[src/sv/prrtp_pkg.sv]
package prrtp_pkg;

  // Field widths of the stream and configuration words
  localparam int MASK_W      = 8;
  localparam int COUNT_W     = 4;
  localparam int LEVELS_W    = 16;
  localparam int INDEX_W     = 3;
  localparam int LEVEL_W     = 2;
  localparam int IN_TDATA_W  = 8;
  localparam int OUT_TDATA_W = 8;
  localparam int CFG_INDEX_W = 1;
  localparam int CFG_DATA_W  = 16;

  // Configuration register indexes
  localparam logic [CFG_INDEX_W-1:0] CFG_THREAD_CNT    = 1'b0;
  localparam logic [CFG_INDEX_W-1:0] CFG_THREAD_LEVELS = 1'b1;

endpackage

[src/sv/priority_round_robin_thread_picker.sv]
// Multi-level priority round-robin thread picker.
// Input stream: one word per request, in_tdata[7:0] is the runnable mask
// (bit i set when thread i may run). Output stream: one word per request,
// out_tuser is the found flag, out_tdata[2:0] the granted thread and
// out_tdata[4:3] its level (both zero when nothing was granted).
// Configuration: cfg_index 0 writes the thread count (cfg_data[3:0]),
// index 1 the per-thread levels (two bits each, thread 0 lowest). Write
// only while no request is in flight; cfg_ready is always high.
// Level 0 is searched first; within a level the search starts just after
// that level's last granted thread and wraps.
// A word is held in the input register, its result in the result register.
// Throughput: one word per cycle unless the output stalls; the last-served
// table is updated at the same edge that loads the result register, so the
// next word sees it. A stalled output holds its word; the input register
// still takes a word while the output one waits, then in_tready drops
// until out_tready. Reset (rst_n low, synchronous) empties both registers,
// clears the configuration and sets every last-served entry to
// NUM_THREADS - 1.
module priority_round_robin_thread_picker #(
  parameter int NUM_THREADS = 8,
  parameter int NUM_LEVELS  = 4
) (
  input  logic                                  clk,
  input  logic                                  rst_n,
  // fields: runnable_mask [7:0]
  input  logic [prrtp_pkg::IN_TDATA_W-1:0]      in_tdata,
  input  logic                                  in_tvalid,
  output logic                                  in_tready,
  // fields: grant_index [2:0], grant_level [4:3], zero [7:5]
  output logic [prrtp_pkg::OUT_TDATA_W-1:0]     out_tdata,
  // fields: grant_found [0]
  output logic                                  out_tuser,
  output logic                                  out_tvalid,
  input  logic                                  out_tready,
  input  logic                                  cfg_valid,
  output logic                                  cfg_ready,
  input  logic [prrtp_pkg::CFG_INDEX_W-1:0]     cfg_index,
  input  logic [prrtp_pkg::CFG_DATA_W-1:0]      cfg_data
);

  localparam int TW = (NUM_THREADS > 1) ? $clog2(NUM_THREADS) : 1;
  localparam int LW = (NUM_LEVELS > 1) ? $clog2(NUM_LEVELS) : 1;

  // Configuration and per-level state
  logic [prrtp_pkg::COUNT_W-1:0]  thread_cnt_r;
  logic [prrtp_pkg::LEVELS_W-1:0] thread_levels_r;
  logic [TW-1:0]                  last_served_r [NUM_LEVELS];

  // Pipeline registers
  logic                           in_v_r;
  logic [prrtp_pkg::MASK_W-1:0]   mask_r;
  logic                           out_v_r;
  logic                           found_r;
  logic [prrtp_pkg::INDEX_W-1:0]  index_r;
  logic [prrtp_pkg::LEVEL_W-1:0]  level_r;

  // Selection network
  logic [NUM_THREADS-1:0]         run_ext;
  logic [NUM_THREADS-1:0]         cnt_ok;
  logic [2*NUM_THREADS-1:0]       lev_ext;
  logic [NUM_THREADS-1:0]         elig    [NUM_LEVELS];
  logic [NUM_THREADS-1:0]         hi_mask [NUM_LEVELS];
  logic [NUM_THREADS-1:0]         hi_vec  [NUM_LEVELS];
  logic [TW-1:0]                  pick_l  [NUM_LEVELS];
  logic [NUM_LEVELS-1:0]          any_l;
  logic [LW-1:0]                  sel_l;
  logic [TW-1:0]                  sel_t;
  logic                           found;
  logic                           advance;

  // Lowest set bit of a thread vector
  function automatic logic [TW-1:0] pick_low(input logic [NUM_THREADS-1:0] v);
    logic [TW-1:0] idx;
    idx = '0;
    for (int i = NUM_THREADS - 1; i >= 0; i--) begin
      if (v[i]) begin
        idx = TW'(i);
      end
    end
    return idx;
  endfunction

  // Widen mask and level fields to the thread count
  for (genvar t = 0; t < NUM_THREADS; t++) begin : g_thr
    if (t < prrtp_pkg::MASK_W) begin : g_run
      assign run_ext[t] = mask_r[t];
    end else begin : g_norun
      assign run_ext[t] = 1'b0;
    end
    if (2 * t < prrtp_pkg::LEVELS_W) begin : g_lev
      assign lev_ext[2*t +: 2] = thread_levels_r[2*t +: 2];
    end else begin : g_nolev
      assign lev_ext[2*t +: 2] = 2'd0;
    end
    assign cnt_ok[t] = int'(thread_cnt_r) > t;
  end

  // Eligible threads and the after-last-served window of each level
  for (genvar l = 0; l < NUM_LEVELS; l++) begin : g_lvl
    for (genvar t = 0; t < NUM_THREADS; t++) begin : g_cell
      assign elig[l][t]    = cnt_ok[t] && run_ext[t] && (int'(lev_ext[2*t +: 2]) == l);
      assign hi_mask[l][t] = int'(last_served_r[l]) < t;
    end
    assign hi_vec[l] = elig[l] & hi_mask[l];
    assign any_l[l]  = |elig[l];
    assign pick_l[l] = (|hi_vec[l]) ? pick_low(hi_vec[l]) : pick_low(elig[l]);
  end

  // Most urgent level with a candidate
  always_comb begin
    sel_l = '0;
    for (int l = NUM_LEVELS - 1; l >= 0; l--) begin
      if (any_l[l]) begin
        sel_l = LW'(l);
      end
    end
  end

  assign found   = |any_l;
  assign sel_t   = pick_l[sel_l];
  assign advance = in_v_r && (!out_v_r || out_tready);

  assign in_tready  = !in_v_r || advance;
  assign cfg_ready  = 1'b1;
  assign out_tvalid = out_v_r;
  assign out_tuser  = found_r;
  assign out_tdata  = prrtp_pkg::OUT_TDATA_W'({level_r, index_r});

  // Control state, configuration and last-served table
  always_ff @(posedge clk) begin
    if (!rst_n) begin
      in_v_r          <= 1'b0;
      out_v_r         <= 1'b0;
      thread_cnt_r    <= '0;
      thread_levels_r <= '0;
      for (int l = 0; l < NUM_LEVELS; l++) begin
        last_served_r[l] <= TW'(NUM_THREADS - 1);
      end
    end else begin
      if (in_tready) begin
        in_v_r <= in_tvalid;
      end
      if (advance) begin
        out_v_r <= 1'b1;
        if (found) begin
          last_served_r[sel_l] <= sel_t;
        end
      end else if (out_tready) begin
        out_v_r <= 1'b0;
      end
      if (cfg_valid) begin
        case (cfg_index)
          prrtp_pkg::CFG_THREAD_CNT: begin
            thread_cnt_r <= cfg_data[prrtp_pkg::COUNT_W-1:0];
          end
          prrtp_pkg::CFG_THREAD_LEVELS: begin
            thread_levels_r <= cfg_data[prrtp_pkg::LEVELS_W-1:0];
          end
          default: begin
          end
        endcase
      end
    end
  end

  // Payload: load the input word and the result word
  always_ff @(posedge clk) begin
    if (in_tvalid && in_tready) begin
      mask_r <= in_tdata[prrtp_pkg::MASK_W-1:0];
    end
    if (advance) begin
      found_r <= found;
      index_r <= found ? prrtp_pkg::INDEX_W'(sel_t) : '0;
      level_r <= found ? prrtp_pkg::LEVEL_W'(sel_l) : '0;
    end
  end

endmodule

[config.mk]
export PLATFORM = sky130hd
export DESIGN_NAME = priority_round_robin_thread_picker
export DESIGN_NICKNAME = d
export VERILOG_FILES = /design/src/sv/prrtp_pkg.sv /design/src/sv/priority_round_robin_thread_picker.sv
export SDC_FILE = /design/constraint.sdc
export NUM_CORES = 1
export LEC_CHECK = 0
export ABC_AREA = 1
export BUFFER_PORTS_ARGS = -buffer_cell sky130_fd_sc_hd__clkbuf_2
export CAP_MARGIN = 5
export CORE_MARGIN = 4
export CORE_UTILIZATION = 45
export CTS_CLUSTER_SIZE = 10
export DETAILED_ROUTE_END_ITERATION = 16
export HOLD_SLACK_MARGIN = 0.12
export SLEW_MARGIN = 0
export SYNTH_ARGS = -nofsm -noshare
export SYNTH_HDL_FRONTEND = slang
export SYNTH_SLANG_ARGS = --single-unit
[constraint.sdc]
create_clock -name clk -period 2.85 [get_ports clk]
set_input_delay 0.4275 -clock clk [delete_from_list [all_inputs] [get_ports clk]]
set_output_delay 0.4275 -clock clk [all_outputs]
set_load 0.05 [all_outputs]
# Word level (Yosys, flattened, before mapping)
# Memories as Yosys holds them, arrays and structs flattened.
# Index checks and enable logic that the tools add are counted.
dict set report classes {
  eq_ne 24
  mux 85
  reduce_logical 67
  bitwise_logic 6
  n_lt_le_gt_ge 37
}
# op count
set ops {}
lappend ops {{2-to-1 mux 3 bit} 71}
lappend ops {{OR reduction 8 bit} 8}
lappend ops {{< comparator 3 bit (second input constant)} 16}
lappend ops {{logical AND 1 bit} 42}
lappend ops {{AND 8 bit} 4}
lappend ops {{== test 2 bit (second input constant)} 16}
lappend ops {{OR reduction 32 bit} 1}
lappend ops {{< comparator 3 x 2 -> 1 bit (second input constant)} 8}
lappend ops {{== test 2 x 1 -> 1 bit (second input constant)} 8}
lappend ops {{> comparator 4 x 3 -> 1 bit (second input constant)} 4}
lappend ops {{logical NOT 2 bit} 8}
lappend ops {{< comparator 3 x 1 -> 1 bit (second input constant)} 4}
lappend ops {{2-to-1 mux 2 bit} 5}
lappend ops {{> comparator 4 x 1 -> 1 bit (second input constant)} 2}
lappend ops {{> comparator 4 x 2 -> 1 bit (second input constant)} 2}
lappend ops {{2-to-1 mux 1 bit} 8}
lappend ops {{binary-select mux 3 bit (select 2 bit)} 1}
lappend ops {{AND reduction 2 bit} 2}
lappend ops {{greater-or-equal comparator 3 bit (second input constant)} 1}
lappend ops {{inverter 2 -> 3 bit} 1}
lappend ops {{OR reduction 3 bit} 1}
lappend ops {{logical NOT 1 bit} 2}
lappend ops {{logical OR 1 bit} 2}
lappend ops {{nonzero test 2 bit} 1}
lappend ops {{inverter 1 bit} 1}
dict set report word_totals {
  reg_bits 36
  n_memories 1
  wordCells 228
  ramBits 12
  inputBits 30
}
# name words width read_ports rd_ports_with_merged_regs write_ports line
set memory_table {}
lappend memory_table {last_served_r 4 3 4 0 4 priority_round_robin_thread_picker.sv:47} ;# logic [TW-1:0] last_served_r [NUM_LEVELS];

# Depth between registers and ports, before layout
# Gate-level depths: netlist of the first run.
dict set report logic_depth {
  word_depth 17
  mapped_depth 14
  ltp_nobuf 14
}

# Worst setup path before layout of the first run
# No wires, ideal clock.
dict set report synth_path {
  path_kind {reg-to-reg}
  from {register thread_cnt_r[3] (netlist bit)}
  to {memory last_served_r[2][0] (netlist bit) (enable)}
  path_stages_with_launch 14
  path_slack_ns 0.832
  arrival_time_ns 1.694
  n_path_buf 0
  setup_ns 0.324
  path_cell_list {dfxtp_1 -> nor2_8 -> nand2_4 -> nand2_1 -> nor2_1 -> nand2_2 -> nand2_2 -> nor2_1 -> nand2_2 -> nor2_2 -> inv_2 -> nor2_4 -> nand2_2 -> o21ai_1}
}
# item line
set synth_lines {}
lappend synth_lines {{from (decl)} priority_round_robin_thread_picker.sv:45} ;# logic [prrtp_pkg::COUNT_W-1:0] thread_cnt_r;
lappend synth_lines {{from (signal assigned)} priority_round_robin_thread_picker.sv:154} ;# thread_cnt_r <= cfg_data[prrtp_pkg::COUNT_W-1:0];
lappend synth_lines {{to (decl)} priority_round_robin_thread_picker.sv:47}

==> flow_summary_export.csv, run 1 <==
group,metric,value,unit
layout,fin_util,0.528,
global_routing,met2_usage,0.391,
global_routing,antenna_found_initial,0,
detailed_routing,vias_per_cell,5.15,
global_routing,grt_pass1_wl,14.9,mm
power,vdd_drop_max,225,uV
placement,place.detailed.hpwl,7.61,mm
detailed_routing,antenna_left,0,
run,cap_viol_max_count,0,
power,p_per_area,425,nW/um2
sta,skew,0.00606,ns
synthesis,ys_ff_latch,48,
clocking,hold_buffers,0,
placement,placed_cells,623,
layout,antenna-diode-count,0,
sta,hold_violations,0,
detailed_routing,vias,3252,
sta,slew_viol_final,0,
sta,fmax,409,MHz
placement,place_area,3580,um2
clocking,clk_pin_slew,0.09,ns
power,switching_share,0.332,
power,p_seq_frac,0.518,
setup_path,cp.depth,11,
layout,final_cell_mix,"nand2_1, inv_1, nor2_1, nand3_1, clkbuf_2",
detailed_routing,drt_wl_total,9.17,mm
global_routing,grt_pass1_vias,3118,
sta,fin_crit,2.45,ns
clocking,clockBufferDepth,2,
layout,fillers,763,
setup_path,endpoint,"last_served_r[0][1]",
synthesis,yosysSeqAreaShare,0.370,
global_routing,grt_max_degree,33,
clocking,htreeDepth,2,
layout,final_common_cell,"nand2_1",
detailed_routing,wl_per_cell,14.5,um
layout,drive_above_1_share,0.144,
placement,io_buffers,37,
die,die_y,93.7,um
setup_path,timing.rr.start,"thread_cnt_r[3]",
hold_path,hold_depth,1,
setup_path,crit_path_max_fanout,7,
clocking,numCtsBuffers,5,
power,internal_power,0.00104,W
sta,setup_violations,0,
synthesis,synthCells,495,
layout,area_delta_synth_final,11.1,%
setup_path,regToRegEndpoint,"last_served_r[0][1]",
die,dieArea,8780,um2
layout,multi_input_area,1770,um2
layout,final_cells,631,
synthesis,yosysUniqueCellTypes,32,
die,fp.dieW,93.7,um
setup_path,crit_start,"thread_cnt_r[3]",
setup_path,critical-path-slowest-cell,"dfxtp_1",
synthesis,synth_edf_count,26,
setup_path,slowest_delay,0.52,ns
setup_path,reg2reg_slack,0.40,ns
die,coreArea,6940,um2
setup_path,crit_buf_inv,0,
clocking,postCtsSetupBuffers,0,
detailed_routing,drt_iter0_markers,206,
die,fp-row-count,30,
sta,finalCritPeriodShare,0.859,
run_status,status,"completed",
setup_path,critical_path.top_delay_family,"simple AND/OR/NAND/NOR gates",
die,boundaryPins,42,
power,p_comb_frac,0.225,
power,power.switching,0.000517,W
sta,tns,0,ns
setup_path,arrival,2.49,ns
clocking,postCtsResizedCells,0,
layout,fin_area,3670,um2
clocking,clkSinkCount,48,
hold_path,hold_path.class,"in -> reg",
detailed_routing,drc_errors,0,
layout,nets,564,
clocking,cts_tree,"built",
hold_path,holdCritStartpoint,"in_tdata[2]",
global_routing,overflow,0,
power,clockPowerShare,0.257,
sta,slew_headroom,0.393,
setup_path,crit_type,"reg -> reg",
global_routing,grtUsageMet3,0.0321,
sta,worst_pin_slew,0.908,ns
power,p_total,0.00156,W
power,power.static_leakage,1.89,nW
synthesis,ys_warn_count,0,
clocking,cts-root-buf,"clkbuf_8",
setup_path,cp-start-kind,"flip-flop",
setup_path,r2r_cells,11,
clocking,clk_latency,0.30,ns
setup_path,worst_setup_path_end_kind,"flip-flop",
global_routing,grtUsageTotal,0.222,
global_routing,top_usage_layer,"met2",
synthesis,ys.flop_type,"edfxtp_1",
detailed_routing,dr.pass1.iters,5,
setup_path,cp_cell_sequence,"a21oi_1 -> nor2_1 -> nand2_1 -> nand2_1 -> nor2_1 -> nand2_1 -> nand2_2 -> a21oi_4 -> nand3_1 -> nand3_2 -> nand3_1",
die,initial_core_util,0.476,
synthesis,syn-mean-instance-area,6.67,um2
synthesis,mappedNetlistArea,3300,um2
placement,gp_congestion,0.949,
setup_path,required,2.90,ns
synthesis,ys_async_sr_fraction,0,
setup_path,crit_top_cell,"nand2_1",
layout,regArea,1220,um2
sta,rsz0062_at_grt,"false",
global_routing,met1_usage,0.280,
## layout make-up
cell class | count | area share
multi-input cells | 369 | 0.483
flip-flops and latches | 48 | 0.333
inverters | 71 | 0.0726
repair buffers | 39 | 0.0546
well taps | 96 | 0.0327
clock buffers | 5 | 0.0188
clock inverters | 3 | 0.00511
## power groups by stage
stage | logic (W) | registers, W | clock network, W
5_1_grt | 0.000392 | 0.000812 | 0.000441
2_1_floorplan | 0.000230 | 0.000839 | 0
4_1_cts | 0.000352 | 0.000806 | 0.000415
6_report | 0.000351 | 0.000806 | 0.000401
3_5_place_dp | 0.000351 | 0.000822 | 0
3_3_place_gp | 0.000349 | 0.000822 | 0
## cells by family after synthesis
| family | share of synthesized area |
|---|---|
| and+or+nand+nor | 0.402 |
| AOI/OAI and AO/OA | 0.131 |
| DFF | 0.370 |
| buffers and inverters | 0.0955 |
| other | 0.00227 |
## synthesized netlist by cell type (all sizes together) (2+ instances only)
library cell,instances,area share
nand2,138,0.17
inv,71,0.081
nor2,70,0.099
nand3,56,0.091
a21oi,34,0.055
o21ai,33,0.050
edfxtp,26,0.24
dfxtp,22,0.13
nand4,17,0.032
a21boi,5,0.016
buf,5,0.010
nor3,5,0.0091
a31oi,4,0.0076
clkbuf,4,0.0045
conb,2,0.0023
## worst min path at each step
stage / end
2_1_floorplan: lev_ext[13]
3_3_place_gp: lev_ext[2]
3_5_place_dp: lev_ext[0]
4_1_cts: mask_r[2]
5_1_grt: mask_r[7]
6_report: mask_r[2]
## flip-flops by register name (all words and copies together) (netlist names)
name           count
thread_cnt_r       4
mask_r             8
in_v_r             1
out_tuser          1
level_r            2
index_r            3
lev_ext           16
last_served_r     12
out_tvalid         1
## layer usage
layer	share of wire	wire length [um]
met1	0.45	4090
met2	0.50	4560
met3	0.045	417
met4	0.011	103
met5	0	0
## metrics by stage
step	hold WS (ns)	setup slack, ns
after CTS	0.282	0.422
after detailed placement	0.499	0.442
after global routing	0.289	0.108
after global placement	0.494	0.459
final	0.292	0.402
after floorplan	0.470	0.832
Power figures use the tool's default switching activity.
==> run 2, diff against run 1 <==
==> constraint.sdc (replaced) <==
create_clock -name clk -period 3.2 [get_ports clk]
set_input_delay 0.48 -clock clk [delete_from_list [all_inputs] [get_ports clk]]
set_output_delay 0.48 -clock clk [all_outputs]
set_load 0.05 [all_outputs]
==> run 2 against run 1 <==
Hold slack better by 0.051 ns. Cell count decreased by 0.32%. Worst setup slack better by 0.39 ns. Final area down 0.37%. Register-to-register slack better by 0.39 ns. Die area stayed put. Combinational power fell by 12%. Flip-flop and latch count did not move. Via count rose by 2.2%. Clock power down 9.2%. Critical path depth down 1.
==> flow_summary_export.csv, run 2 (synthesized netlist as in run 1, its figures left out) <==
group,metric,value,unit
run_status,status,"completed",
global_routing,overflow,0,
hold_path,hold_path.class,"in -> reg",
setup_path,critical_path.top_delay_family,"simple AND/OR/NAND/NOR gates",
setup_path,crit_type,"reg -> reg",
sta,tns,0,ns
setup_path,slowest_delay,0.48,ns
global_routing,grt_max_degree,33,
power,power.static_leakage,1.89,nW
layout,antenna-diode-count,0,
detailed_routing,drt_wl_total,9.37,mm
power,vdd_drop_max,177,uV
detailed_routing,drc_errors,0,
die,dieArea,8780,um2
sta,skew,0.0123,ns
sta,fin_crit,2.41,ns
power,p_per_area,381,nW/um2
layout,final_cell_mix,"nand2_1, inv_1, nor2_1, nand3_1, clkbuf_2",
setup_path,timing.rr.start,"thread_cnt_r[2]",
clocking,cts_tree,"built",
clocking,clockBufferDepth,2,
detailed_routing,antenna_left,0,
global_routing,grtUsageTotal,0.221,
placement,io_buffers,37,
setup_path,crit_buf_inv,0,
sta,worst_pin_slew,0.891,ns
setup_path,crit_top_cell,"nand2_1",
die,die_y,93.7,um
clocking,postCtsSetupBuffers,0,
layout,drive_above_1_share,0.141,
layout,final_common_cell,"nand2_1",
die,initial_core_util,0.476,
layout,nets,562,
global_routing,grt_pass1_vias,3174,
hold_path,holdCritStartpoint,"in_tdata[3]",
setup_path,cp_cell_sequence,"a21oi_1 -> nor2_1 -> nand2_1 -> nand2_1 -> nor2_1 -> nand2_1 -> nor3_2 -> nor2_4 -> nand2_2 -> o21ai_1",
setup_path,reg2reg_slack,0.79,ns
sta,hold-worst-slack,0.343,ns
layout,largest_reg_flops,16,
clocking,postCtsResizedCells,0,
placement,place_area,3570,um2
sta,slew_viol_final,0,
placement,gp_congestion,0.994,
clocking,clk_latency,0.30,ns
clocking,clkSinkCount,48,
die,boundaryPins,42,
sta,hold_violations,0,
layout,regArea,1220,um2
setup_path,required,3.18,ns
layout,fin_util,0.526,
die,fp.dieW,93.7,um
layout,area_delta_synth_final,10.7,%
layout,fin_area,3660,um2
clocking,clk_pin_slew,0.10,ns
setup_path,crit_path_max_fanout,6,
detailed_routing,dr.pass1.iters,5,
sta,fmax,415,MHz
setup_path,critical-path-slowest-cell,"dfxtp_1",
sta,slew_headroom,0.404,
sta,finalCritPeriodShare,0.753,
setup_path,cp-start-kind,"flip-flop",
die,coreArea,6940,um2
setup_path,crit_start,"thread_cnt_r[2]",
detailed_routing,drt_iter0_markers,249,
placement,place.detailed.hpwl,7.71,mm
clocking,htreeDepth,2,
clocking,numCtsBuffers,5,
sta,rsz0062_at_grt,"false",
layout,multi_input_area,1770,um2
clocking,hold_buffers,0,
layout,fillers,719,
setup_path,arrival,2.40,ns
detailed_routing,vias_per_cell,5.28,
detailed_routing,vias,3323,
global_routing,grt_pass1_wl,15.0,mm
setup_path,worst_setup_path_end_kind,"flip-flop",
clocking,cts-root-buf,"clkbuf_8",
run,cap_viol_max_count,0,
sta,setup_violations,0,
die,fp-row-count,30,
global_routing,antenna_found_initial,0,
detailed_routing,wl_per_cell,14.9,um
power,p_total,0.00139,W
## run 2: cell count changes in the layout (fill, tap and decap cells not counted)
cell and delta:
buf_4 -2, clkinvlp_4 -1, clkinv_4 +1, clkbuf_1 +1, clkinv_1 -1
## run 2: layer usage
layer  vias to the layer above  wire length, um  global-route usage
met5                         -                0                   0
met1                      1521             4160               0.284
met2                       101             4520               0.386
met4                         0              147              0.0602
met3                        14              545              0.0353
li1                       1687                -                   -
## run 2: through the flow
step                std cells  setup slack, ns
finish                    629            0.789
global route              629            0.557
CTS                       629            0.772
detailed placement        621            0.804
global placement          621            0.854
floorplan                 497             1.18
## run 2: final timing paths
check | depth (start not counted) | endpoint
worst max register to register | 10 | last_served_r[2][0]
worst max-delay path | 10 | last_served_r[2][0]
worst min register to register | 2 | lev_ext[13]
worst min-delay path | 1 | mask_r[3]
## run 2: final cells by class
class	instances	share of cell area
Inverter	71	0.0729
Clock inverter	2	0.00445
Sequential cell	48	0.334
Tap cell	96	0.0329
Timing Repair Buffer	37	0.0507
Multi-Input combinational cell	369	0.485
Clock buffer	6	0.0198
## run 2: report_power, final
group / switching [W] / internal (W)
clock network: 0.000209 / 0.000156
registers: 0.0000305 / 0.000689
logic: 0.000225 / 0.0000837
total: 0.000464 / 0.000928
==> run 3, diff against run 2 <==
--- a/config.mk
+++ b/config.mk
@@ -5,7 +5,7 @@
 export SDC_FILE = /design/constraint.sdc
 export NUM_CORES = 1
 export LEC_CHECK = 0
-export ABC_AREA = 1
+export ABC_AREA = 0
 export BUFFER_PORTS_ARGS = -buffer_cell sky130_fd_sc_hd__clkbuf_2
 export CAP_MARGIN = 5
 export CORE_MARGIN = 4
==> constraint.sdc (replaced) <==
create_clock -name clk -period 2.4 [get_ports clk]
set_input_delay 0.36 -clock clk [delete_from_list [all_inputs] [get_ports clk]]
set_output_delay 0.36 -clock clk [all_outputs]
set_load 0.05 [all_outputs]
==> run 3 against run 2 <==
The run now ends with negative setup slack left. Critical path depth down 1. First-iteration DRC count is 39% higher. Final area increased by 39%. Non-clock buffer count up 122. Synthesized cell count fell by 18%. Wire length is 25% higher. Combinational power increased by 75%. Cell count increased by 3.5%. Critical endpoint is now last_served_r[2][1]. Highest routed layer unchanged.
==> flow_summary_export.csv, run 3 <==
group,metric,value,unit
run,cap_viol_max_count,0,
power,vdd_drop_max,238,uV
power,switching_share,0.312,
sta,setup_slack,-0.248,ns
run_status,violations,"negative setup slack",
power,p_per_area,391,nW/um2
layout,area_delta_synth_final,48.4,%
power,clockPowerShare,0.247,
die,die_y,95.2,um
layout,drive_above_1_share,0.433,
setup_path,crit_type,"reg -> reg",
global_routing,overflow,0,
hold_path,hold_path.class,"in -> reg",
layout,largest_reg_flops,16,
synthesis,netlist.area_leader.share,0.228,
power,internal_power,0.00137,W
synthesis,ys_top_cells_by_count,"nand2_1, edfxtp_1, nor2_1",
layout,final_common_cell,"buf_4",
synthesis,yosysSeqAreaShare,0.357,
detailed_routing,drc_errors,0,
power,p_seq_frac,0.480,
clocking,clkSinkCount,48,
synthesis,ys_warn_count,0,
run_status,status,"finished, violations left",
power,power.switching,0.000621,W
sta,fin_crit,2.65,ns
layout,nets,581,
synthesis,yosysMostFrequentCell,"nand2_1",
sta,finalCritPeriodShare,1.10,
die,boundaryPins,42,
placement,io_buffers,37,
sta,slew_viol_final,0,
sta,fmax,378,MHz
detailed_routing,drt_wl_total,11.7,mm
die,fp-row-count,31,
sta,slew_headroom,0.620,
synthesis,yosysUniqueCellTypes,81,
global_routing,antenna_found_initial,0,
synthesis,synth_edf_count,26,
sta,setup_violations,20,
die,dieArea,9060,um2
global_routing,grtUsageTotal,0.266,
global_routing,grt_pass1_wl,18.6,mm
detailed_routing,wl_per_cell,18.0,um
synthesis,synth_top_cell_by_area,"edfxtp_1",
detailed_routing,antenna_left,0,
sta,rsz0062_at_grt,"true",
detailed_routing,vias_per_cell,5.85,
clocking,cts_tree,"built",
clocking,cts-root-buf,"clkbuf_8",
placement,gp_congestion,1.01,
layout,final_cell_mix,"buf_4, nand2_1, clkbuf_2, edfxtp_1, nor2_1",
setup_path,cp-start-kind,"flip-flop",
clocking,clk_pin_slew,0.10,ns
clocking,htreeDepth,2,
synthesis,ys.flop_type,"edfxtp_1",
layout,fin_util,0.693,
die,fp.dieW,95.2,um
die,coreArea,7330,um2
global_routing,grt_max_degree,27,
setup_path,crit_path_max_fanout,7,
synthesis,mappedNetlistArea,3420,um2
detailed_routing,vias,3808,
synthesis,syn-mean-instance-area,8.47,um2
die,initial_core_util,0.467,
detailed_routing,dr.pass1.iters,6,
sta,worst_pin_slew,0.570,ns
global_routing,grt_pass1_vias,3676,
placement,place.detailed.hpwl,8.71,mm
setup_path,arrival,2.70,ns
power,power.static_leakage,2.02,nW
clocking,numCtsBuffers,5,
synthesis,synthCells,404,
setup_path,required,2.45,ns
setup_path,worst_setup_path_end_kind,"flip-flop",
power,p_comb_frac,0.272,
clocking,clk_latency,0.31,ns
synthesis,yosys-top-cells-area,"edfxtp_1, dfxtp_1, nand2_1",
sta,skew,0.00809,ns
sta,tns,-3.04,ns
layout,antenna-diode-count,0,
clocking,clockBufferDepth,2,
synthesis,ys_ff_latch,48,
sta,hold_violations,0,
synthesis,ys_async_sr_fraction,0,
detailed_routing,drt_iter0_markers,345,
sta,hold-worst-slack,0.222,ns
==> run 3: cell type report <==
type / instances / area, um2
timing repair buffer: 159 / 1160
sequential: 48 / 1240
tap: 99 / 124
fill: 617 / 2250
inverter: 11 / 46.3
multi-input combinational: 326 / 2420
clock buffer: 6 / 72.6
clock inverter: 2 / 16.3
==> run 3: per-layer routing <==
layer | vias to the layer above | track usage | wire length (um)
li1 | 1830 | - | -
met1 | 1796 | 0.339 | 5050
met2 | 162 | 0.455 | 5760
met3 | 20 | 0.0466 | 682
met4 | 0 | 0.0829 | 257
met5 | - | 0 | 0
==> run 3: metrics by stage <==
step / worst slack (ns) / power [W] / instance area, um2 / instances
6_report: -0.248 / 0.00199 / 5080 / 651
3_5_place_dp: -0.374 / 0.00137 / 4320 / 609
4_1_cts: -0.140 / 0.00194 / 4820 / 643
5_1_grt: -0.301 / 0.00208 / 5080 / 651
3_3_place_gp: -0.350 / 0.00136 / 4320 / 609
2_1_floorplan: -0.00514 / 0.00120 / 3470 / 406
==> run 3: logic make-up after synthesis <==
kind of cell,share of synthesized area
DFF,0.357
other,0.00219
and+or+nand+nor,0.286
AOI/OAI and AO/OA,0.295
muxes,0.0121
buffers and inverters,0.0475
==> run 3: final timing paths <==
kind                                      start                  end  slack (ns)  cells past startpoint
worst max-delay path            thread_cnt_r[2]  last_served_r[2][1]       -0.25                      9
worst min-delay path                in_tdata[3]            mask_r[3]        0.22                      1
worst max register to register  thread_cnt_r[2]  last_served_r[2][1]       -0.25                      9
worst min register to register       lev_ext[5]           lev_ext[5]        0.53                      2
==> run 3: power groups by stage <==
| stage | logic [W] | clock network, W | registers (W) |
|---|---|---|---|
| 2_1_floorplan | 0.000220 | 0 | 0.000983 |
| 3_3_place_gp | 0.000388 | 0 | 0.000973 |
| 3_5_place_dp | 0.000394 | 0 | 0.000974 |
| 4_1_cts | 0.000478 | 0.000506 | 0.000952 |
| 5_1_grt | 0.000579 | 0.000541 | 0.000959 |
| 6_report | 0.000542 | 0.000492 | 0.000955 |
==> run 3: critical path: stages, from the launching register on <==
cell and delay [ns]:
dfxtp_4 0.39, buf_4 0.15, a31oi_4 0.25, o41a_1 0.29
nand3_2 0.13, or3_4 0.41, o21ai_4 0.18, buf_6 0.16
nor3b_4 0.05, or3_1 0.37
==> run 3: what timing repair did <==
action | 4_1_cts | 5_1_grt
endpoints found under the setup margin | 27 | 28
hold buffers | 0 | 0
resized for setup | 59 | 47
pin swaps | 24 | 28
buffers inserted | 26 | 9
